**config.mk**
```make
export PLATFORM = sky130hd
export DESIGN_NAME = clipped_flipped_sprite_blit_core_flat
export DESIGN_NICKNAME = d
export VERILOG_FILES = /design/src/cfsb_pkg.sv /design/src/cfsb_if.sv /design/src/cfsb_front.sv /design/src/cfsb_queue.sv /design/src/cfsb_back.sv /design/src/clipped_flipped_sprite_blit_core.sv /design/src/flat_wrapper.sv
export SDC_FILE = /design/constraint.sdc
export NUM_CORES = 1
export LEC_CHECK = 0
export BUFFER_PORTS_ARGS = -buffer_cell sky130_fd_sc_hd__buf_4
export CAP_MARGIN = 10
export CORE_AREA = 4 4 320 322
export CTS_BUF_LIST = sky130_fd_sc_hd__clkbuf_8 sky130_fd_sc_hd__clkbuf_16
export CTS_CLUSTER_SIZE = 24
export DETAILED_ROUTE_END_ITERATION = 10
export DIE_AREA = 0 0 324 326
export GPL_ROUTABILITY_DRIVEN = 0
export PLACE_DENSITY = 0.73
export SETUP_SLACK_MARGIN = 0.4
export SLEW_MARGIN = 0
export SYNTH_ARGS = -nofsm -noshare
export SYNTH_HDL_FRONTEND = slang
export SYNTH_SLANG_ARGS = --single-unit
```
**constraint.sdc**
```tcl
create_clock -name clk_i -period 8.03 [get_ports clk_i]
set_input_delay 2.0075 -clock clk_i [delete_from_list [all_inputs] [get_ports clk_i]]
set_output_delay 2.0075 -clock clk_i [all_outputs]
set_load 0.01 [all_outputs]
```
**src/cfsb_pkg.sv**
```systemverilog
// Shared types, constants and helpers for the clipped, flipped sprite blit.
package cfsb_pkg;

  localparam int unsigned ScreenWidth = 320;
  localparam int unsigned CoordBits   = 10;
  localparam int unsigned EdgeW       = 20;
  localparam int unsigned AddrW       = 16;
  localparam int unsigned ExtW        = 10;

  typedef enum logic {
    KindStart = 1'b0,
    KindPixel = 1'b1
  } kind_e;

  typedef enum logic [1:0] {
    RegClipLeft   = 2'd0,
    RegClipTop    = 2'd1,
    RegClipRight  = 2'd2,
    RegClipBottom = 2'd3
  } reg_idx_e;

  typedef struct packed {
    logic [8:0] clip_left;
    logic [7:0] clip_top;
    logic [8:0] clip_right;
    logic [7:0] clip_bottom;
  } cfg_t;

  // one queue entry: a resolved start or a pixel byte
  typedef struct packed {
    kind_e                kind;
    logic                 ok;
    logic [CoordBits-1:0] row_start;
    logic [CoordBits-1:0] col_start;
    logic [CoordBits:0]   row_lim;
    logic [CoordBits:0]   col_lim;
    logic [ExtW-1:0]      stride;
    logic [AddrW-1:0]     addr;
    logic                 mirror_x;
    logic                 mirror_y;
    logic [7:0]           pixel;
  } cmd_t;

  typedef struct packed {
    logic empty;
    logic full;
  } q_stat_t;

  function automatic logic signed [EdgeW-1:0] sx16(input logic [15:0] x);
    return EdgeW'($signed(x));
  endfunction

  function automatic logic signed [EdgeW-1:0] zx(input logic [ExtW-1:0] x);
    return $signed(EdgeW'(x));
  endfunction

endpackage

```
**src/cfsb_if.sv**
```systemverilog
// Item channels: sprite/pixel input and framebuffer write output.
interface cfsb_in_if;
  logic        valid;
  logic        ready;
  logic        kind;
  logic signed [15:0] pos_x;
  logic signed [15:0] pos_y;
  logic [9:0]  extent_w;
  logic [9:0]  extent_h;
  logic signed [15:0] offset_x;
  logic signed [15:0] offset_y;
  logic signed [15:0] offset_x_reloaded;
  logic [9:0]  row_stride;
  logic        mirror_x;
  logic        mirror_y;
  logic [7:0]  pixel;

  modport source (
    output valid, kind, pos_x, pos_y, extent_w, extent_h, offset_x, offset_y,
           offset_x_reloaded, row_stride, mirror_x, mirror_y, pixel,
    input  ready
  );
  modport sink (
    input  valid, kind, pos_x, pos_y, extent_w, extent_h, offset_x, offset_y,
           offset_x_reloaded, row_stride, mirror_x, mirror_y, pixel,
    output ready
  );
endinterface

interface cfsb_out_if;
  logic        valid;
  logic        ready;
  logic [15:0] write_address;
  logic [7:0]  write_pixel;
  logic        last;

  modport source (output valid, write_address, write_pixel, last, input ready);
  modport sink (input valid, write_address, write_pixel, last, output ready);
endinterface

```
**src/cfsb_front.sv**
```systemverilog
// Front pipeline: edge sums, clipping, window selection and start address.
module cfsb_front import cfsb_pkg::*; (
  input  logic        clk_i,
  input  logic        rst_ni,
  input  cfg_t        cfg_i,
  cfsb_in_if.sink     in_i,
  input  logic        q_full_i,
  output logic        push_o,
  output cmd_t        push_data_o
);

  typedef struct packed {
    kind_e                   kind;
    logic signed [EdgeW-1:0] top;
    logic signed [EdgeW-1:0] bottom;
    logic signed [EdgeW-1:0] left;
    logic signed [EdgeW-1:0] right;
    logic [ExtW-1:0]         eh;
    logic [ExtW-1:0]         ew;
    logic [ExtW-1:0]         stride;
    logic                    fx;
    logic                    fy;
    logic [7:0]              pixel;
  } s1_t;

  typedef struct packed {
    kind_e                   kind;
    logic signed [EdgeW-1:0] h;
    logic signed [EdgeW-1:0] w;
    logic signed [EdgeW-1:0] rs;
    logic signed [EdgeW-1:0] cs;
    logic [AddrW-1:0]        dy;
    logic [AddrW-1:0]        dx;
    logic [ExtW-1:0]         stride;
    logic                    fx;
    logic                    fy;
    logic [7:0]              pixel;
  } s2_t;

  typedef struct packed {
    kind_e                kind;
    logic                 ok;
    logic [CoordBits-1:0] rs;
    logic [CoordBits-1:0] cs;
    logic [CoordBits-1:0] rows;
    logic [CoordBits-1:0] cols;
    logic [AddrW-1:0]     dy;
    logic [AddrW-1:0]     dx;
    logic [ExtW-1:0]      stride;
    logic                 fx;
    logic                 fy;
    logic [7:0]           pixel;
  } s3_t;

  logic v1_q, v2_q, v3_q;
  logic en1, en2, en3;
  s1_t  s1_d, s1_q;
  s2_t  s2_d, s2_q;
  s3_t  s3_d, s3_q;

  assign en3 = !v3_q || !q_full_i;
  assign en2 = !v2_q || en3;
  assign en1 = !v1_q || en2;
  assign in_i.ready = en1;
  assign push_o = v3_q && !q_full_i;

  always_ff @(posedge clk_i or negedge rst_ni) begin
    if (!rst_ni) begin
      v1_q <= 1'b0;
      v2_q <= 1'b0;
      v3_q <= 1'b0;
    end else begin
      if (en1) v1_q <= in_i.valid;
      if (en2) v2_q <= v1_q;
      if (en3) v3_q <= v2_q;
    end
  end

  always_ff @(posedge clk_i) begin
    if (en1) s1_q <= s1_d;
    if (en2) s2_q <= s2_d;
    if (en3) s3_q <= s3_d;
  end

  // edges in exact arithmetic
  always_comb begin
    s1_d.kind   = kind_e'(in_i.kind);
    s1_d.top    = sx16(in_i.pos_y) + sx16(in_i.offset_y);
    s1_d.bottom = sx16(in_i.pos_y) + zx(in_i.extent_h) + sx16(in_i.offset_y);
    s1_d.left   = sx16(in_i.pos_x) + sx16(in_i.offset_x_reloaded);
    s1_d.right  = sx16(in_i.pos_x) + zx(in_i.extent_w) + sx16(in_i.offset_x);
    s1_d.eh     = in_i.extent_h;
    s1_d.ew     = in_i.extent_w;
    s1_d.stride = in_i.row_stride;
    s1_d.fx     = in_i.mirror_x;
    s1_d.fy     = in_i.mirror_y;
    s1_d.pixel  = in_i.pixel;
  end

  // clip amounts against the dirty rectangle
  logic signed [EdgeW-1:0] ct_s, cb_s, cl_s, cr_s;
  logic signed [EdgeW-1:0] c_t, c_b, c_l, c_r;
  logic t_lt, b_ge, l_lt, r_ge;

  always_comb begin
    ct_s = $signed(EdgeW'(cfg_i.clip_top));
    cb_s = $signed(EdgeW'(cfg_i.clip_bottom));
    cl_s = $signed(EdgeW'(cfg_i.clip_left));
    cr_s = $signed(EdgeW'(cfg_i.clip_right));
    t_lt = s1_q.top < ct_s;
    b_ge = s1_q.bottom >= cb_s;
    l_lt = s1_q.left < cl_s;
    r_ge = s1_q.right >= cr_s;
    c_t  = t_lt ? ct_s - s1_q.top : '0;
    c_b  = b_ge ? s1_q.bottom - cb_s : '0;
    c_l  = l_lt ? cl_s - s1_q.left : '0;
    c_r  = r_ge ? s1_q.right - cr_s : '0;

    s2_d.kind   = s1_q.kind;
    s2_d.h      = zx(s1_q.eh) - c_t - c_b;
    s2_d.w      = zx(s1_q.ew) - c_l - c_r;
    s2_d.rs     = s1_q.fy ? c_b : c_t;
    s2_d.cs     = s1_q.fx ? c_r : c_l;
    s2_d.dy     = t_lt ? AddrW'(cfg_i.clip_top) : s1_q.top[AddrW-1:0];
    s2_d.dx     = l_lt ? AddrW'(cfg_i.clip_left) : s1_q.left[AddrW-1:0];
    s2_d.stride = s1_q.stride;
    s2_d.fx     = s1_q.fx;
    s2_d.fy     = s1_q.fy;
    s2_d.pixel  = s1_q.pixel;
  end

  // window cut to the stride, far corner for mirrored axes
  logic signed [EdgeW-1:0] stride_s, cs_end, cols_s;

  always_comb begin
    stride_s = zx(s2_q.stride);
    cs_end   = s2_q.cs + s2_q.w;
    cols_s   = (cs_end > stride_s) ? stride_s - s2_q.cs : s2_q.w;

    s3_d.kind   = s2_q.kind;
    s3_d.ok     = (s2_q.h > 0) && (s2_q.w > 0) && (s2_q.cs < stride_s);
    s3_d.rs     = s2_q.rs[CoordBits-1:0];
    s3_d.cs     = s2_q.cs[CoordBits-1:0];
    s3_d.rows   = s2_q.h[CoordBits-1:0];
    s3_d.cols   = cols_s[CoordBits-1:0];
    s3_d.dy     = s2_q.fy ? s2_q.dy + s2_q.h[AddrW-1:0] - AddrW'(1) : s2_q.dy;
    s3_d.dx     = s2_q.fx ? s2_q.dx + s2_q.w[AddrW-1:0] - AddrW'(1) : s2_q.dx;
    s3_d.stride = s2_q.stride;
    s3_d.fx     = s2_q.fx;
    s3_d.fy     = s2_q.fy;
    s3_d.pixel  = s2_q.pixel;
  end

  // start address: row times screen width plus column, wrapping
  logic [2*AddrW-1:0] row_prod;

  always_comb begin
    row_prod = (2*AddrW)'(s3_q.dy) * (2*AddrW)'(ScreenWidth);
    push_data_o.kind      = s3_q.kind;
    push_data_o.ok        = s3_q.ok;
    push_data_o.row_start = s3_q.rs;
    push_data_o.col_start = s3_q.cs;
    push_data_o.row_lim   = (CoordBits+1)'(s3_q.rs) + (CoordBits+1)'(s3_q.rows);
    push_data_o.col_lim   = (CoordBits+1)'(s3_q.cs) + (CoordBits+1)'(s3_q.cols);
    push_data_o.stride    = s3_q.stride;
    push_data_o.addr      = row_prod[AddrW-1:0] + s3_q.dx;
    push_data_o.mirror_x  = s3_q.fx;
    push_data_o.mirror_y  = s3_q.fy;
    push_data_o.pixel     = s3_q.pixel;
  end

endmodule

```
**src/cfsb_queue.sv**
```systemverilog
// Small FIFO of resolved items between front and back.
module cfsb_queue import cfsb_pkg::*; #(
  parameter int unsigned DEPTH = 4
) (
  input  logic    clk_i,
  input  logic    rst_ni,
  input  logic    push_i,
  input  cmd_t    push_data_i,
  input  logic    pop_i,
  output cmd_t    pop_data_o,
  output q_stat_t stat_o
);

  localparam int unsigned PtrW = $clog2(DEPTH);
  localparam int unsigned CntW = $clog2(DEPTH + 1);

  cmd_t            mem_q [DEPTH];
  logic [PtrW-1:0] wr_ptr_q, rd_ptr_q;
  logic [CntW-1:0] count_q;

  assign stat_o.empty = (count_q == '0);
  assign stat_o.full  = (count_q == CntW'(DEPTH));
  assign pop_data_o   = mem_q[rd_ptr_q];

  always_ff @(posedge clk_i or negedge rst_ni) begin
    if (!rst_ni) begin
      wr_ptr_q <= '0;
      rd_ptr_q <= '0;
      count_q  <= '0;
    end else begin
      if (push_i) begin
        wr_ptr_q <= (wr_ptr_q == PtrW'(DEPTH - 1)) ? '0 : wr_ptr_q + PtrW'(1);
      end
      if (pop_i) begin
        rd_ptr_q <= (rd_ptr_q == PtrW'(DEPTH - 1)) ? '0 : rd_ptr_q + PtrW'(1);
      end
      if (push_i && !pop_i) begin
        count_q <= count_q + CntW'(1);
      end else if (pop_i && !push_i) begin
        count_q <= count_q - CntW'(1);
      end
    end
  end

  always_ff @(posedge clk_i) begin
    if (push_i) mem_q[wr_ptr_q] <= push_data_i;
  end

endmodule

```
**src/cfsb_back.sv**
```systemverilog
// Back end: window cursor, address stepping and output register.
module cfsb_back import cfsb_pkg::*; (
  input  logic        clk_i,
  input  logic        rst_ni,
  input  logic        q_empty_i,
  input  cmd_t        cmd_i,
  output logic        pop_o,
  cfsb_out_if.source  out_o
);

  logic                 busy_q, busy_d;
  logic [CoordBits-1:0] row_start_q, col_start_q;
  logic [CoordBits:0]   row_lim_q, col_lim_q;
  logic [ExtW-1:0]      stride_q;
  logic [CoordBits-1:0] src_row_q, src_row_d, src_col_q, src_col_d;
  logic [AddrW-1:0]     row_base_q, row_base_d, col_addr_q, col_addr_d;
  logic                 mx_q, my_q;

  logic                 out_valid_q, out_valid_d;
  logic [AddrW-1:0]     out_addr_q;
  logic [7:0]           out_pixel_q;
  logic                 out_last_q;

  logic                 in_win, row_done, fin, emit;
  logic [CoordBits-1:0] col_inc;

  assign pop_o             = !q_empty_i && (!out_valid_q || out_o.ready);
  assign out_o.valid         = out_valid_q;
  assign out_o.write_address = out_addr_q;
  assign out_o.write_pixel   = out_pixel_q;
  assign out_o.last          = out_last_q;

  always_comb begin
    in_win = (src_row_q >= row_start_q)
          && (({1'b0, src_row_q} < row_lim_q) || (row_lim_q == '0))
          && (src_col_q >= col_start_q)
          && (({1'b0, src_col_q} < col_lim_q) || (col_lim_q == '0));
    row_done = ((CoordBits+1)'(src_col_q) + (CoordBits+1)'(1)) == col_lim_q;
    fin      = row_done && (((CoordBits+1)'(src_row_q) + (CoordBits+1)'(1)) == row_lim_q);
    emit     = pop_o && (cmd_i.kind == KindPixel) && busy_q && in_win;

    busy_d     = busy_q;
    src_row_d  = src_row_q;
    src_col_d  = src_col_q;
    row_base_d = row_base_q;
    col_addr_d = col_addr_q;
    col_inc    = src_col_q + CoordBits'(1);

    if (pop_o) begin
      unique case (cmd_i.kind)
        KindStart: begin
          busy_d     = cmd_i.ok;
          src_row_d  = '0;
          src_col_d  = '0;
          row_base_d = cmd_i.addr;
          col_addr_d = cmd_i.addr;
        end
        KindPixel: begin
          if (busy_q) begin
            if (in_win) begin
              col_addr_d = mx_q ? col_addr_q - AddrW'(1) : col_addr_q + AddrW'(1);
              if (row_done) begin
                row_base_d = my_q ? row_base_q - AddrW'(ScreenWidth)
                                  : row_base_q + AddrW'(ScreenWidth);
                col_addr_d = row_base_d;
              end
              if (fin) busy_d = 1'b0;
            end
            if (16'(col_inc) >= 16'(stride_q)) begin
              src_col_d = '0;
              src_row_d = src_row_q + CoordBits'(1);
            end else begin
              src_col_d = col_inc;
            end
          end
        end
        default: ;
      endcase
    end

    out_valid_d = emit || (out_valid_q && !out_o.ready);
  end

  always_ff @(posedge clk_i or negedge rst_ni) begin
    if (!rst_ni) begin
      busy_q      <= 1'b0;
      out_valid_q <= 1'b0;
    end else begin
      busy_q      <= busy_d;
      out_valid_q <= out_valid_d;
    end
  end

  always_ff @(posedge clk_i) begin
    src_row_q  <= src_row_d;
    src_col_q  <= src_col_d;
    row_base_q <= row_base_d;
    col_addr_q <= col_addr_d;
    if (pop_o && cmd_i.kind == KindStart && cmd_i.ok) begin
      row_start_q <= cmd_i.row_start;
      col_start_q <= cmd_i.col_start;
      row_lim_q   <= cmd_i.row_lim;
      col_lim_q   <= cmd_i.col_lim;
      stride_q    <= cmd_i.stride;
      mx_q        <= cmd_i.mirror_x;
      my_q        <= cmd_i.mirror_y;
    end
    if (emit) begin
      out_addr_q  <= col_addr_q;
      out_pixel_q <= cmd_i.pixel;
      out_last_q  <= fin;
    end
  end

endmodule

```
**src/clipped_flipped_sprite_blit_core.sv**
```systemverilog
// Top level of the clipped, flipped sprite blit: clip registers, front, queue and back.
// Takes one item per cycle and gives one framebuffer write per cycle when both sides
// keep up. A start item is resolved by a three-stage front (edge sums, clip amounts,
// stride cut and mirror corner) whose output stage forms the start address multiply,
// and queued; the back steps the source cursor and the wrapping write address for each
// pixel item and holds the write in an output register. A pixel item passes the front
// registers and the queue before its write is valid. The queue (QUEUE_DEPTH entries)
// lets the front keep accepting while the write side stalls; input ready drops only
// when the queue and front are full. There is no clearing pass after reset.
module clipped_flipped_sprite_blit_core import cfsb_pkg::*; #(
  parameter int unsigned QUEUE_DEPTH = 4
) (
  input  logic        clk_i,
  input  logic        rst_ni,
  input  logic        cfg_we_i,
  input  logic [1:0]  cfg_idx_i,
  input  logic [8:0]  cfg_data_i,
  cfsb_in_if.sink     in_i,
  cfsb_out_if.source  out_o
);

  cfg_t    cfg_q;
  logic    q_push, q_pop;
  cmd_t    q_wdata, q_rdata;
  q_stat_t q_stat;

  always_ff @(posedge clk_i or negedge rst_ni) begin
    if (!rst_ni) begin
      cfg_q.clip_left   <= 9'd0;
      cfg_q.clip_top    <= 8'd0;
      cfg_q.clip_right  <= 9'd320;
      cfg_q.clip_bottom <= 8'd200;
    end else if (cfg_we_i) begin
      unique case (reg_idx_e'(cfg_idx_i))
        RegClipLeft:   cfg_q.clip_left   <= cfg_data_i;
        RegClipTop:    cfg_q.clip_top    <= cfg_data_i[7:0];
        RegClipRight:  cfg_q.clip_right  <= cfg_data_i;
        RegClipBottom: cfg_q.clip_bottom <= cfg_data_i[7:0];
        default: ;
      endcase
    end
  end

  cfsb_front u_front (
    .clk_i       (clk_i),
    .rst_ni      (rst_ni),
    .cfg_i       (cfg_q),
    .in_i        (in_i),
    .q_full_i    (q_stat.full),
    .push_o      (q_push),
    .push_data_o (q_wdata)
  );

  cfsb_queue #(
    .DEPTH (QUEUE_DEPTH)
  ) u_queue (
    .clk_i       (clk_i),
    .rst_ni      (rst_ni),
    .push_i      (q_push),
    .push_data_i (q_wdata),
    .pop_i       (q_pop),
    .pop_data_o  (q_rdata),
    .stat_o      (q_stat)
  );

  cfsb_back u_back (
    .clk_i     (clk_i),
    .rst_ni    (rst_ni),
    .q_empty_i (q_stat.empty),
    .cmd_i     (q_rdata),
    .pop_o     (q_pop),
    .out_o     (out_o)
  );

  a_queue_consistent: assert property (@(posedge clk_i) disable iff (!rst_ni)
    !(q_stat.empty && q_stat.full))
    else $error("queue both empty and full");

  a_ready_only_on_full: assert property (@(posedge clk_i) disable iff (!rst_ni)
    !in_i.ready |-> q_stat.full)
    else $error("input stalled with room in queue");

  a_pop_needs_room: assert property (@(posedge clk_i) disable iff (!rst_ni)
    q_pop |-> (!q_stat.empty && (!out_o.valid || out_o.ready)))
    else $error("queue popped without room for a write");

  a_push_needs_room: assert property (@(posedge clk_i) disable iff (!rst_ni)
    (q_stat.full && !q_pop) |=> $stable(q_stat.full) || q_pop || $past(q_pop))
    else $error("queue overfilled");

endmodule

```
**src/flat_wrapper.sv**
```systemverilog
// flat-port wrapper written by rule: the top's interface ports become plain ports
module clipped_flipped_sprite_blit_core_flat import cfsb_pkg::*;
#(
  parameter int unsigned QUEUE_DEPTH = 4
)
  (clk_i, rst_ni, cfg_we_i, cfg_idx_i, cfg_data_i, in_i_valid, in_i_kind, in_i_pos_x, in_i_pos_y, in_i_extent_w, in_i_extent_h, in_i_offset_x, in_i_offset_y, in_i_offset_x_reloaded, in_i_row_stride, in_i_mirror_x, in_i_mirror_y, in_i_pixel, in_i_ready, out_o_valid, out_o_write_address, out_o_write_pixel, out_o_last, out_o_ready);
  cfsb_in_if in_i_i ();
  cfsb_out_if out_o_i ();
  input  logic clk_i;
  input  logic rst_ni;
  input  logic cfg_we_i;
  input  logic [1:0] cfg_idx_i;
  input  logic [8:0] cfg_data_i;
  input wire logic [$bits(in_i_i.valid)-1:0] in_i_valid;
  input wire logic [$bits(in_i_i.kind)-1:0] in_i_kind;
  input wire logic [$bits(in_i_i.pos_x)-1:0] in_i_pos_x;
  input wire logic [$bits(in_i_i.pos_y)-1:0] in_i_pos_y;
  input wire logic [$bits(in_i_i.extent_w)-1:0] in_i_extent_w;
  input wire logic [$bits(in_i_i.extent_h)-1:0] in_i_extent_h;
  input wire logic [$bits(in_i_i.offset_x)-1:0] in_i_offset_x;
  input wire logic [$bits(in_i_i.offset_y)-1:0] in_i_offset_y;
  input wire logic [$bits(in_i_i.offset_x_reloaded)-1:0] in_i_offset_x_reloaded;
  input wire logic [$bits(in_i_i.row_stride)-1:0] in_i_row_stride;
  input wire logic [$bits(in_i_i.mirror_x)-1:0] in_i_mirror_x;
  input wire logic [$bits(in_i_i.mirror_y)-1:0] in_i_mirror_y;
  input wire logic [$bits(in_i_i.pixel)-1:0] in_i_pixel;
  output wire logic [$bits(in_i_i.ready)-1:0] in_i_ready;
  output wire logic [$bits(out_o_i.valid)-1:0] out_o_valid;
  output wire logic [$bits(out_o_i.write_address)-1:0] out_o_write_address;
  output wire logic [$bits(out_o_i.write_pixel)-1:0] out_o_write_pixel;
  output wire logic [$bits(out_o_i.last)-1:0] out_o_last;
  input wire logic [$bits(out_o_i.ready)-1:0] out_o_ready;
  assign in_i_i.valid = in_i_valid;
  assign in_i_i.kind = in_i_kind;
  assign in_i_i.pos_x = in_i_pos_x;
  assign in_i_i.pos_y = in_i_pos_y;
  assign in_i_i.extent_w = in_i_extent_w;
  assign in_i_i.extent_h = in_i_extent_h;
  assign in_i_i.offset_x = in_i_offset_x;
  assign in_i_i.offset_y = in_i_offset_y;
  assign in_i_i.offset_x_reloaded = in_i_offset_x_reloaded;
  assign in_i_i.row_stride = in_i_row_stride;
  assign in_i_i.mirror_x = in_i_mirror_x;
  assign in_i_i.mirror_y = in_i_mirror_y;
  assign in_i_i.pixel = in_i_pixel;
  assign in_i_ready = in_i_i.ready;
  assign out_o_valid = out_o_i.valid;
  assign out_o_write_address = out_o_i.write_address;
  assign out_o_write_pixel = out_o_i.write_pixel;
  assign out_o_last = out_o_i.last;
  assign out_o_i.ready = out_o_ready;
  clipped_flipped_sprite_blit_core #(.QUEUE_DEPTH(QUEUE_DEPTH)) u_core (.clk_i(clk_i), .rst_ni(rst_ni), .cfg_we_i(cfg_we_i), .cfg_idx_i(cfg_idx_i), .cfg_data_i(cfg_data_i), .in_i(in_i_i), .out_o(out_o_i));
endmodule
```
Word level (Yosys, flattened, before mapping)
Memory sizes are Yosys's and may differ from the RTL's. Index checks and enable logic that the tools add are counted.

Flip-flop bits (word level): 509. Memory bits (writable): 320. Input bits: 137. Output and inout port bits: 27. Logic and storage cells: 207. Memories kept: 1.

Memory list: u_core.u_queue.mem_q (words 4, width 80, read ports 1, clocked after memory_dff 0, write ports 1, RTL line cfsb_queue.sv:17) `cmd_t mem_q [DEPTH];`.

$add $sub $neg: 35. Multiply operators: 1. Magnitude comparators: 13. Equal/unequal tests: 12. Muxes and demuxes: 37. Bitwise gates (word level): 1. Reductions and logical operators: 45.

Operators with widths (count): $mux W16 (10); $mux W20 (5); $pmux W16 S2 (2); $mux W10 (6); $add A16 B16 Y16 (3); $sub A16 B1 Y16 const B (3); $gt A20 B1 Y1 const B (2); $pmux W10 S2 (2); $sub A11 B20 Y20 (2); $sub A20 B20 Y20 (2); $add A17 B16 Y18 (2); $add A16 B11 Y17 (2); $add A16 B16 Y17 (2); $ge A10 B10 Y1 (3); $add A10 B1 Y11 const B (2); $add A10 B10 Y11 (2); $eq A11 B11 Y1 (2); $logic_not A11 Y1 (2); $lt A10 B11 Y1 (2); $add A10 B1 Y10 const B (2); $add A20 B20 Y20 (1); $ge A20 B10 Y1 (1); $ge A20 B9 Y1 (1); $gt A20 B11 Y1 (1); other kinds (35) (82).

Depth between registers and ports, before layout
Gate-level depths: netlist of run 1.

Depth in word-level cells: 8. Mapped depth: 26. Gate-level depth less buffers: 26.

Hierarchy
Synthesis of run 1 repeated with hierarchy kept, for this count alone.

Cell total of the unflattened synthesis: 3548. Area, all modules: 45463.6 um^2.

Modules (own cells, without submodules): cfsb_front (instances 1, cells an instance 2352, area each 24372.1 um^2, sequential area each 9564.2 um^2); cfsb_queue (instances 1, cells an instance 455, area each 12034.0 um^2, sequential area each 9784.4 um^2); cfsb_back (instances 1, cells an instance 668, area each 7764.9 um^2, sequential area each 3983.8 um^2); clipped_flipped_sprite_blit_core (instances 1, cells an instance 73, area each 1292.5 um^2, sequential area each 857.1 um^2).

Least setup slack after synthesis of run 1
No wires, ideal clock.

Path type: register to register. Start point: register u_core.cfg_q[16] (netlist bit). End point: register u_core.u_front.s2_q[111] (netlist bit), data pin. Library setup time: 0.259 ns. Arrival time: 5.165 ns. Data required time: 7.771 ns. Setup slack: 2.606 ns. Stages on the path, launching flop included: 22. Path buffers: 3. Clock period less this slack: 5.424 ns. Path through: dfstp_2 -> inv_1 -> ha_1 -> clkbuf_1 -> or4b_2 -> or3_1 -> inv_1 -> o21ai_0 -> a31oi_1 -> buf_2 -> buf_2 -> nand2_1 -> fa_1 -> ha_1 -> a21boi_0 -> o31ai_1 -> a21oi_1 -> o31ai_1 -> o21ai_0 -> a221o_1 -> a21oi_1 -> xnor2_1.

RTL lines: from (decl) (RTL line clipped_flipped_sprite_blit_core.sv:22) `cfg_t cfg_q;`; to (signal assigned) (RTL line cfsb_front.sv:81) `if (en2) s2_q <= s2_d;`; to (decl) (RTL line cfsb_front.sv:58) `s2_t s2_d, s2_q;`.

==> results of run 1 <==
sequential cells by signal, summed over array words and instances (netlist names), 11 cells and up:
| signal | cells |
|---|---|
| u_core.u_front.s2_q | 117 |
| u_core.u_back.col_addr_q | 16 |
| u_core.u_front.push_data_o | 42 |
| u_core.cfg_q | 34 |
| u_core.u_back.col_lim_q | 11 |
| u_core.u_back.row_lim_q | 11 |
| u_core.u_front.s1_q | 111 |
| u_core.u_back.row_base_q | 16 |
| u_core.u_front.s3_q | 46 |
| u_core.u_back.out_o.write_address | 16 |
| u_core.u_queue.mem_q | 320 |
placed cells by master, fill, tap and decap left out, types with 13 or more instances in the layout:
| cell type | n |
|---|---|
| o21a_1 | 35 |
| nor3_1 | 65 |
| ha_1 | 397 |
| buf_4 | 184 |
| edfxtp_1 | 767 |
| mux4_2 | 79 |
| mux2i_1 | 32 |
| nor2_1 | 158 |
| a21o_1 | 70 |
| or3_1 | 23 |
| o211ai_1 | 16 |
| nand2b_1 | 43 |
| a2111oi_0 | 13 |
| inv_1 | 391 |
| nand3_1 | 61 |
| mux2_2 | 32 |
| fa_1 | 64 |
| o21ai_0 | 178 |
| xor2_1 | 69 |
| nor2b_1 | 37 |
| and2_1 | 27 |
| clkbuf_16 | 86 |
| nor4_1 | 23 |
| a211oi_1 | 21 |
| dfrtp_1 | 39 |
| clkinv_2 | 16 |
| o21bai_1 | 30 |
| nand4_1 | 17 |
| a21oi_1 | 172 |
| a31oi_1 | 20 |
| and3_1 | 27 |
| xnor2_1 | 178 |
| nand2_1 | 204 |
| a21boi_0 | 16 |
routing by layer:
layer	GRT usage (%)	vias up
li1	-	13200
met1	24.3	13400
met2	30.3	738
met3	2.44	150
met4	5.79	0
met5	0	-
metrics by stage:
step | util, % | hold slack [ns]
finish | 50.4 | 0.406
detailed placement | 47.5 | 0.406
CTS | 50.4 | 0.401
global placement | 47.5 | 0.401
floorplan | - | 0.400
global route | 50.4 | 0.413
power breakdown:
part	switching [mW]	internal, mW
Clock	1.67	2.37
Combinational	6.32	4.70
Sequential	0.983	7.46
critical path, cell delays in order (launching register included):
cell and delay (ns):
edfxtp_1 0.36, inv_1 0.07, ha_1 0.16, inv_1 0.05, fa_1 0.40, a21o_1 0.18, a21oi_1 0.16, nor2b_1 0.08
o21a_1 0.19, o41a_1 0.41, o21ai_0 0.25, a31oi_1 0.11, buf_4 0.22, and2_1 0.19, fa_1 0.50, inv_1 0.05
ha_1 0.34, a21oi_1 0.19, a21boi_0 0.17, o31ai_1 0.33, a21oi_1 0.15, o31ai_1 0.33, o21ai_0 0.27, a221o_1 0.34
a21oi_1 0.18, xnor2_1 0.09
path summary, 6_finish.rpt:
| check | start | end | slack [ns] |
|---|---|---|---|
| max reg2reg | u_core.u_front.s1_q[40]$_DFFE_PP_ | u_core.u_front.s2_q[111]$_DFFE_PP_ | 2.00 |
| min in group asynchronous | rst_ni | u_core.cfg_q[5]$_DFFE_PN0P_ | 1.42 |
| min | u_core.u_front.s1_q[10]$_DFFE_PP_ | u_core.u_front.s2_q[10]$_DFFE_PP_ | 0.41 |
| min reg2reg | u_core.u_front.s1_q[10]$_DFFE_PP_ | u_core.u_front.s2_q[10]$_DFFE_PP_ | 0.41 |
| max | u_core.u_front.s1_q[40]$_DFFE_PP_ | u_core.u_front.s2_q[111]$_DFFE_PP_ | 2.00 |
| max in group asynchronous | rst_ni | u_core.u_queue.rd_ptr_q[1]$_DFFE_PN0P_ | 6.09 |
kinds of logic (layout without fill, tap and decap cells):
logic type,Yosys count,in the layout,share of synthesized area (%)
AOI/OAI and AO/OA,656,656,9.37
DFF,813,813,54.4
xor gates and xnor gates,247,247,4.86
buffers and inverters,440,720,3.75
adders and majority gates,461,461,14.0
and+or+nand+nor,733,733,8.06
muxes,143,143,5.53
final cells by class:
type                            instances  area share, %
Sequential cell                       813           48.2
Multi-Input combinational cell       2240           37.2
Clock buffer                           87           4.31
Tap cell                             1298           3.23
Inverter                              381           2.85
Timing Repair Buffer                  184           2.75
Clock inverter                         68           1.45
==> impl.org, run 1 <==
** Outcome
- Result of the run :: finished clean

** Timing
- Across the routed clock network, the largest skew measured is 0.0293 ns.
- At the pin with the least slew margin, the transition time is 0.999 ns.
- After layout, the minimum clock period comes to 6.03 ns.
- Final-report hold violation count :: 0
- Peak Freq :: 166 MHz
- Final setup violating endpoints :: 0
- Of the available clock period, the critical path in the final layout requires 75.0%.
- Setup slack on the critical path of the routed design comes to 2.00 ns.
- Headroom to the max-slew limit came out at 33.2%.
- The max-slew violation count was 0.
- After routing, the total negative slack on setup checks comes to 0 ns.
- RSZ-0062 raised after global routing :: no

** Finish
- Cells with a size suffix above 1 make up 12.5% of the layout.
- The multi-input combinational cells in the finished layout cover a total of 18700 um2.
- Diodes inserted :: 0
- NumNets Final :: 4303
- Compared with the post-synthesis result, the final layout area differs by 12.9%.
- Excluding fillers, the count of instances in the completed layout stands at 5071.
- In the final layout, flip-flops and latches occupy 24200 um2.
- Final-layout fill cell count :: 8424
- Post-route cell area :: 50200 um2

** Synth
- The biggest area contributor in the post-synthesis netlist is edfxtp_1.
- Number of warnings printed during yosys synthesis :: 0
- Share of the synthesized area in the top cell type :: 51.8%
- Most used standard cells in the synthesized netlist :: edfxtp_1, ha_1, inv_1, nand2_1, o21ai_0
- The most common cell in the synthesized netlist is edfxtp_1.
- In this run, synthesis inferred 767 flip-flops with an integrated enable.
- Counting flops with an async set or reset pin after synthesis yields a share of 5.66%.
- Cell area after synthesis :: 44500 um2
- Of the synthesized area, sequential elements account for 54.4%.
- Net count after synthesis :: 4091
- After synthesis the netlist holds a flip-flop and latch count of 813.
- Sorting the synthesized cells by area gives the leading types as edfxtp_1, ha_1, mux4_2.
- Mapped Avg Cell Area :: 12.7 um2
- The most used flip-flop cell after synthesis is edfxtp_1.
- Synthesis handed over a netlist of 3493 instances.
- After synthesis, the netlist uses 79 different library cells.

** Global route
- First-pass GRT wire length :: 151000 um
- Global route total overflow :: 0
- Number of global-route vias before repair :: 27.7k
- Number of antenna violations at the first check in global routing :: 0
- Maximum number of pins on one net before global-route repair :: 76
- Across every metal layer, demand over resource in global routing totals 18.1%.

** Hold path
- The worst hold path was traced through 0 stages.
- Class of the tightest hold or removal check :: flop to flop

** Route
- Dividing the detail-routed wire length by the instance count gives 18.7 um.
- For this run, design rule violations remaining after detail routing come to 0.
- Count of TritonRoute iterations in the first routing pass :: 5
- Violation count after the first detailed-routing iteration :: 1861
- Met3 Wirelength :: 4970 um
- The detail route stage leaves a number of antenna-violating nets equal to 0.
- In the routed layout, each cell is associated on average with a via count of 5.42.
- Routed vias :: 27.5k
- Wire length reported by the detailed router :: 94800 um
- The highest metal layer carrying signal wires in the routed design is met4.
- Detailed routing placed a total of 45700 um of wire on met2.
- For this block, wires on met1 add up to 41400 um.

** Floorplanning
- The die covers 106000 um2.
- In this run the vertical extent of the chip is 326 um.
- For this configuration, the core starts out at a cell density of 44.7%.
- IO Count :: 164
- Site Rows :: 116
- In this run the horizontal extent of the chip is 324 um.
- In this run the standard cell core region covers 99600 um2.

** Clocking
- Insertion delay of the later-clocked pin in the worst-skew pair :: 0.65 ns
- TritonCTS built the clock tree.
- Clock-pin slew was measured on the worst setup and hold paths at 0.06 ns.
- Number of levels the H-tree was split into :: 3
- For this design, the sink count on the clock tree is 813.
- Total setup buffers inserted after CTS :: 0
- Number of cells upsized or downsized after cts :: 0
- The number of hold buffers added after CTS was 0.
- The tree is rooted in a clkbuf_16.
- Buffer levels on the longest clock path :: 3
- Counting the buffers created by CTS gives 85.

** Place
- Number of placed instances, taps included :: 4916
- Summing all placed instances gives a cell area of 47300 um2.
- Detailed placement ended at an HPWL of 67800 um.
- Prior to clock tree synthesis, the placed netlist has a worst setup slack of 2.04 ns.
- Count of buffers inserted at the top-level ports :: 163

** Power
- The design draws 23.5 mW.
- Pwr per Cell Area :: 468 nW/um2
- VDD sags by at most 335 uV.
- Leak :: 20.4 nW

** Setup path
- The critical path is of the flop to flop type.
- Critical path peak fanout :: 24
- Critical Path Source Type :: flop
- STA classifies the critical path endpoint as a flop.
- At the worst endpoint, the arrival time is 6.40 ns.
- The worst register-to-register path has a depth of 25.
- Data on the critical path is required at its endpoint by 8.41 ns.

** Job
- The tool flagged a number of max-cap violations equal to 0.
Power figures use the tool's default switching activity.
==> run 2, diff against run 1 <==
--- a/config.mk
+++ b/config.mk
@@ -5,13 +5,14 @@
 export SDC_FILE = /design/constraint.sdc
 export NUM_CORES = 1
 export LEC_CHECK = 0
+export ABC_AREA = 1
 export BUFFER_PORTS_ARGS = -buffer_cell sky130_fd_sc_hd__buf_4
 export CAP_MARGIN = 10
-export CORE_AREA = 4 4 320 322
+export CORE_AREA = 4 4 325 327
 export CTS_BUF_LIST = sky130_fd_sc_hd__clkbuf_8 sky130_fd_sc_hd__clkbuf_16
 export CTS_CLUSTER_SIZE = 24
 export DETAILED_ROUTE_END_ITERATION = 10
-export DIE_AREA = 0 0 324 326
+export DIE_AREA = 0 0 329 331
 export GPL_ROUTABILITY_DRIVEN = 0
 export PLACE_DENSITY = 0.73
 export SETUP_SLACK_MARGIN = 0.4
==> constraint.sdc (replaced) <==
create_clock -name clk_i -period 6.16 [get_ports clk_i]
set_input_delay 1.54 -clock clk_i [delete_from_list [all_inputs] [get_ports clk_i]]
set_output_delay 1.54 -clock clk_i [all_outputs]
set_load 0.01 [all_outputs]
==> impl.org, run 2 <==
** Outcome
- The run finished with clean final reports.

** Power
- Across the VDD grid, the largest voltage drop is 355 uV.
- The analysis attributes to cell leakage a power of 22.3 nW.
- Total chip power :: 31.5 mW
- Pwr per Cell Area :: 610 nW/um2

** Global route
- Entering global routing, the biggest net connects 99 pins.
- GR met1 Demand/Resource :: 24.6%
- Number of global-route vias before repair :: 31.9k
- Global route total overflow :: 0
- Global routing used 32.9% of the available met2 tracks.
- Number of antenna violations at the first check in global routing :: 2
- Global-route layer with the greatest usage :: met2
- In the global route stage, met3 resource usage came out at 2.49%.
- GRT Resource Usage Total :: 18.9%
- First-pass GRT wire length :: 165000 um

** Synth
- Counting flops and latches in the post-synthesis netlist gives 813.
- Ranked by instance count, the synthesized netlist is headed by nand2_1, edfxtp_1, inv_1, nor2_1, ha_1.
- Post-synthesis cell type count :: 60
- The number of nets handed over by synthesis was 5143.
- Number of warnings printed during yosys synthesis :: 0
- Number of synthesized flops with an enable pin :: 767
- Share of the synthesized area in the top cell type :: 50.2%
- The cell count after synthesis came out at 4545.
- Most used DFF post-synth :: edfxtp_1
- Summed over all instances, the cell type with the most area after synthesis is edfxtp_1.
- Cell area after synthesis :: 45900 um2
- After synthesis, the mean cell area works out to 10.1 um2.
- Of all flip-flops after synthesis, the portion carrying an async set or reset was 5.66%.
- Cell with the most instances after synthesis :: nand2_1
- Synth area leaders :: edfxtp_1, ha_1, nand2_1
- Portion of the post-synthesis area used by sequential elements :: 52.7%

** Setup path
- Grouping stages by cell kind, the critical path spends the most delay in simple AND/OR/NAND/NOR gates.
- STA classifies the critical path endpoint as an output port.
- Traced cell by cell, the critical path runs through nor2_1 > nand3_4 > nor2_1 > nand2_8 > buf_4.
- The worst setup path is launched from a flop.
- For this run, the slowest stage of the critical path takes 0.67 ns.
- Data required time at the worst endpoint :: 4.62 ns
- In this run the worst path has a maximum fanout of 66.
- Critical-path cell with the highest stage delay :: nor2_1
- Together, buffers and inverters on the worst path number 1.
- Critical path's most frequent cell :: nor2_1
- By startpoint and endpoint, the worst setup path is classified as flop to output port.
- For the worst setup path, the data arrival time is 3.45 ns.

** Finish
- Total area of multi-input combinational cells :: 19100 um2
- In the final design database the tool counted 5329 nets.
- Ranked by flip-flop count, first place goes to u_core.u_queue.mem_q.
- Synth-to-Final Area Change :: 12.3%
- Reg area :: 24200 um2
- Excluding fillers, the count of instances in the completed layout stands at 6179.
- Layout cell share with drive strength beyond 1 :: 8.00%
- Most frequent cells in the layout :: nand2_1, edfxtp_1, inv_1, nor2_1, ha_1
- Most common cell after layout, fill and taps aside :: nand2_1
- Largest register FFs :: 320
- Final-layout fill cell count :: 9087
- Registers with the most flip-flops :: u_core.u_queue.mem_q: 320 flops, u_core.u_front.s2_q: 117 flops, u_core.u_front.s1_q: 111 flops

** Timing
- The worst path in the final design needs a cycle of 4.99 ns, including I/O delays and setup.
- Final-report hold violation count :: 0
- After routing, the total negative slack on setup checks comes to 0 ns.
- Max-slew headroom at the worst pin :: 25.7%
- Slew at the pin closest to its max-slew limit :: 1.11 ns
- After layout, the worst setup slack is 1.17 ns.
- Peak Freq :: 200 MHz
- Clk_skew :: 0.0219 ns
- RSZ-0062 raised after global routing :: no
- Of the available clock period, the critical path in the final layout requires 81.1%.
- Final setup violating endpoints :: 0
- The max-slew violation count was 0.

** Route
- After detailed routing, the total wire length is 104000 um.
- Count of TritonRoute iterations in the first routing pass :: 6
- The detailed router finished its first iteration with 2494 violations.
- DRC violation count after routing :: 0
- Vias per inst :: 5.27
- Dividing the detail-routed wire length by the instance count gives 16.8 um.
- Routed vias :: 32.5k
- Once detail routing completed, the nets flagged for antenna violations numbered 0.

** Place
- Count of buffers inserted at the top-level ports :: 163
- Once placement completed, the tool counted placed cells totaling 6026.
- Final HPWL DP :: 76600 um
- Pre-CTS WS :: 1.50 ns

** Clocking
- Clock tree synthesis found a total of 813 sinks.
- Counting along the longest clock path gives a buffer depth of 3.
- Number of levels the H-tree was split into :: 3
- Post-CTS timing repair inserted 0 buffers for setup.
- Insertion delay of the later-clocked pin in the worst-skew pair :: 0.63 ns
- After clock tree synthesis, the clock-pin slew on the worst setup and hold paths is 0.06 ns.
- Number of cells upsized or downsized after cts :: 0
- Cell at the root of the clock tree :: clkbuf_16
- The number of hold buffers added after CTS was 0.
- TritonCTS built the clock tree.
- Counting the buffers created by CTS gives 83.

** Floorplanning
- The die is 331 um tall.
- The die covers 109000 um2.
- Pin placement for this block handled 164 I/O pins.
- The initial utilization of the core area, before any placement, comes to 44.6%.
- Horizontal extent of the die :: 329 um
- In this run the core area contains 118 standard-cell rows.
- Floorplan Core Area :: 103000 um2

** Hold path
- The worst hold path belongs to the class flop to flop.

** Job
- MaxCap Viol Count :: 0
[run 2: final cells by class]
| class | count | share of cell area [%] |
|---|---|---|
| inverter | 618 | 4.51 |
| clock inverter | 64 | 1.13 |
| tap | 1380 | 3.35 |
| timing repair buffer | 183 | 2.76 |
| sequential | 813 | 46.9 |
| multi-input combinational | 3032 | 37.1 |
| clock buffer | 88 | 4.25 |
| antenna | 1 | 0.00485 |
[run 2: per-stage QoR]
step | hold slack (ns) | instance area (um2) | util, %
6_report | 0.419 | 51600 | 50.1
5_1_grt | 0.428 | 51600 | 50.1
4_1_cts | 0.420 | 51600 | 50.1
3_5_place_dp | 0.405 | 48800 | 47.4
3_3_place_gp | 0.403 | 48800 | 47.4
2_1_floorplan | 0.400 | 45900 | -
[run 2: power by group]
part           internal [mW]  leakage (nW)  switching, mW  total (mW)
clock                   2.93          1.41           2.12        5.05
sequential              9.78          8.16           1.18        11.0
combinational           5.39          12.7           10.1        15.5
total                   18.1          22.3           13.4        31.5
[run 2: kinds of logic after synthesis]
kind of cell	share of synthesized area, %
AOI/OAI and AO/OA	9.93
xor gates and xnor gates	4.08
adders and majority gates	13.6
buffers and inverters	5.80
DFF	52.7
muxes	0.0899
and+or+nand+nor	13.8
[run 2: worst paths after layout]
path                       slack (ns)                                  start                                      end  depth (start not counted)
hold reg to reg                  0.42       u_core.u_front.s2_q[2]$_DFFE_PP_  u_core.u_front.push_data_o[2]$_DFFE_PP_                          0
min in group asynchronous        0.94                                 rst_ni             u_core.cfg_q[24]$_DFFE_PN0P_                          1
setup reg to reg                 1.42      u_core.u_front.s1_q[80]$_DFFE_PP_       u_core.u_front.s2_q[125]$_DFFE_PP_                         22
hold / removal                   0.42       u_core.u_front.s2_q[2]$_DFFE_PP_  u_core.u_front.push_data_o[2]$_DFFE_PP_                          0
setup / recovery                 1.17  u_core.u_queue.count_q[0]$_DFFE_PN0P_                               in_i_ready                          5
max in group asynchronous        4.66                                 rst_ni   u_core.u_queue.rd_ptr_q[0]$_DFFE_PN0P_                          1
[run 2: routing by layer]
metal | vias to the layer above | part of all wire, %
met3 | 180 | 5.7
met5 | - | 0.014
li1 | 16000 | -
met4 | 2 | 2.5
met2 | 989 | 49
met1 | 15400 | 43
[run 2: worst reg2reg max path, delay by kind of cell, from the launching register on]
kind,cells,cell delay [ns]
AND/OR/NAND/NOR,7,1.11
AO/OA/AOI/OAI,7,1.33
flip-flops,1,0.36
XOR/XNOR,1,0.15
buffers and inverters,3,0.19
adder cells (fa/ha/maj),4,1.36
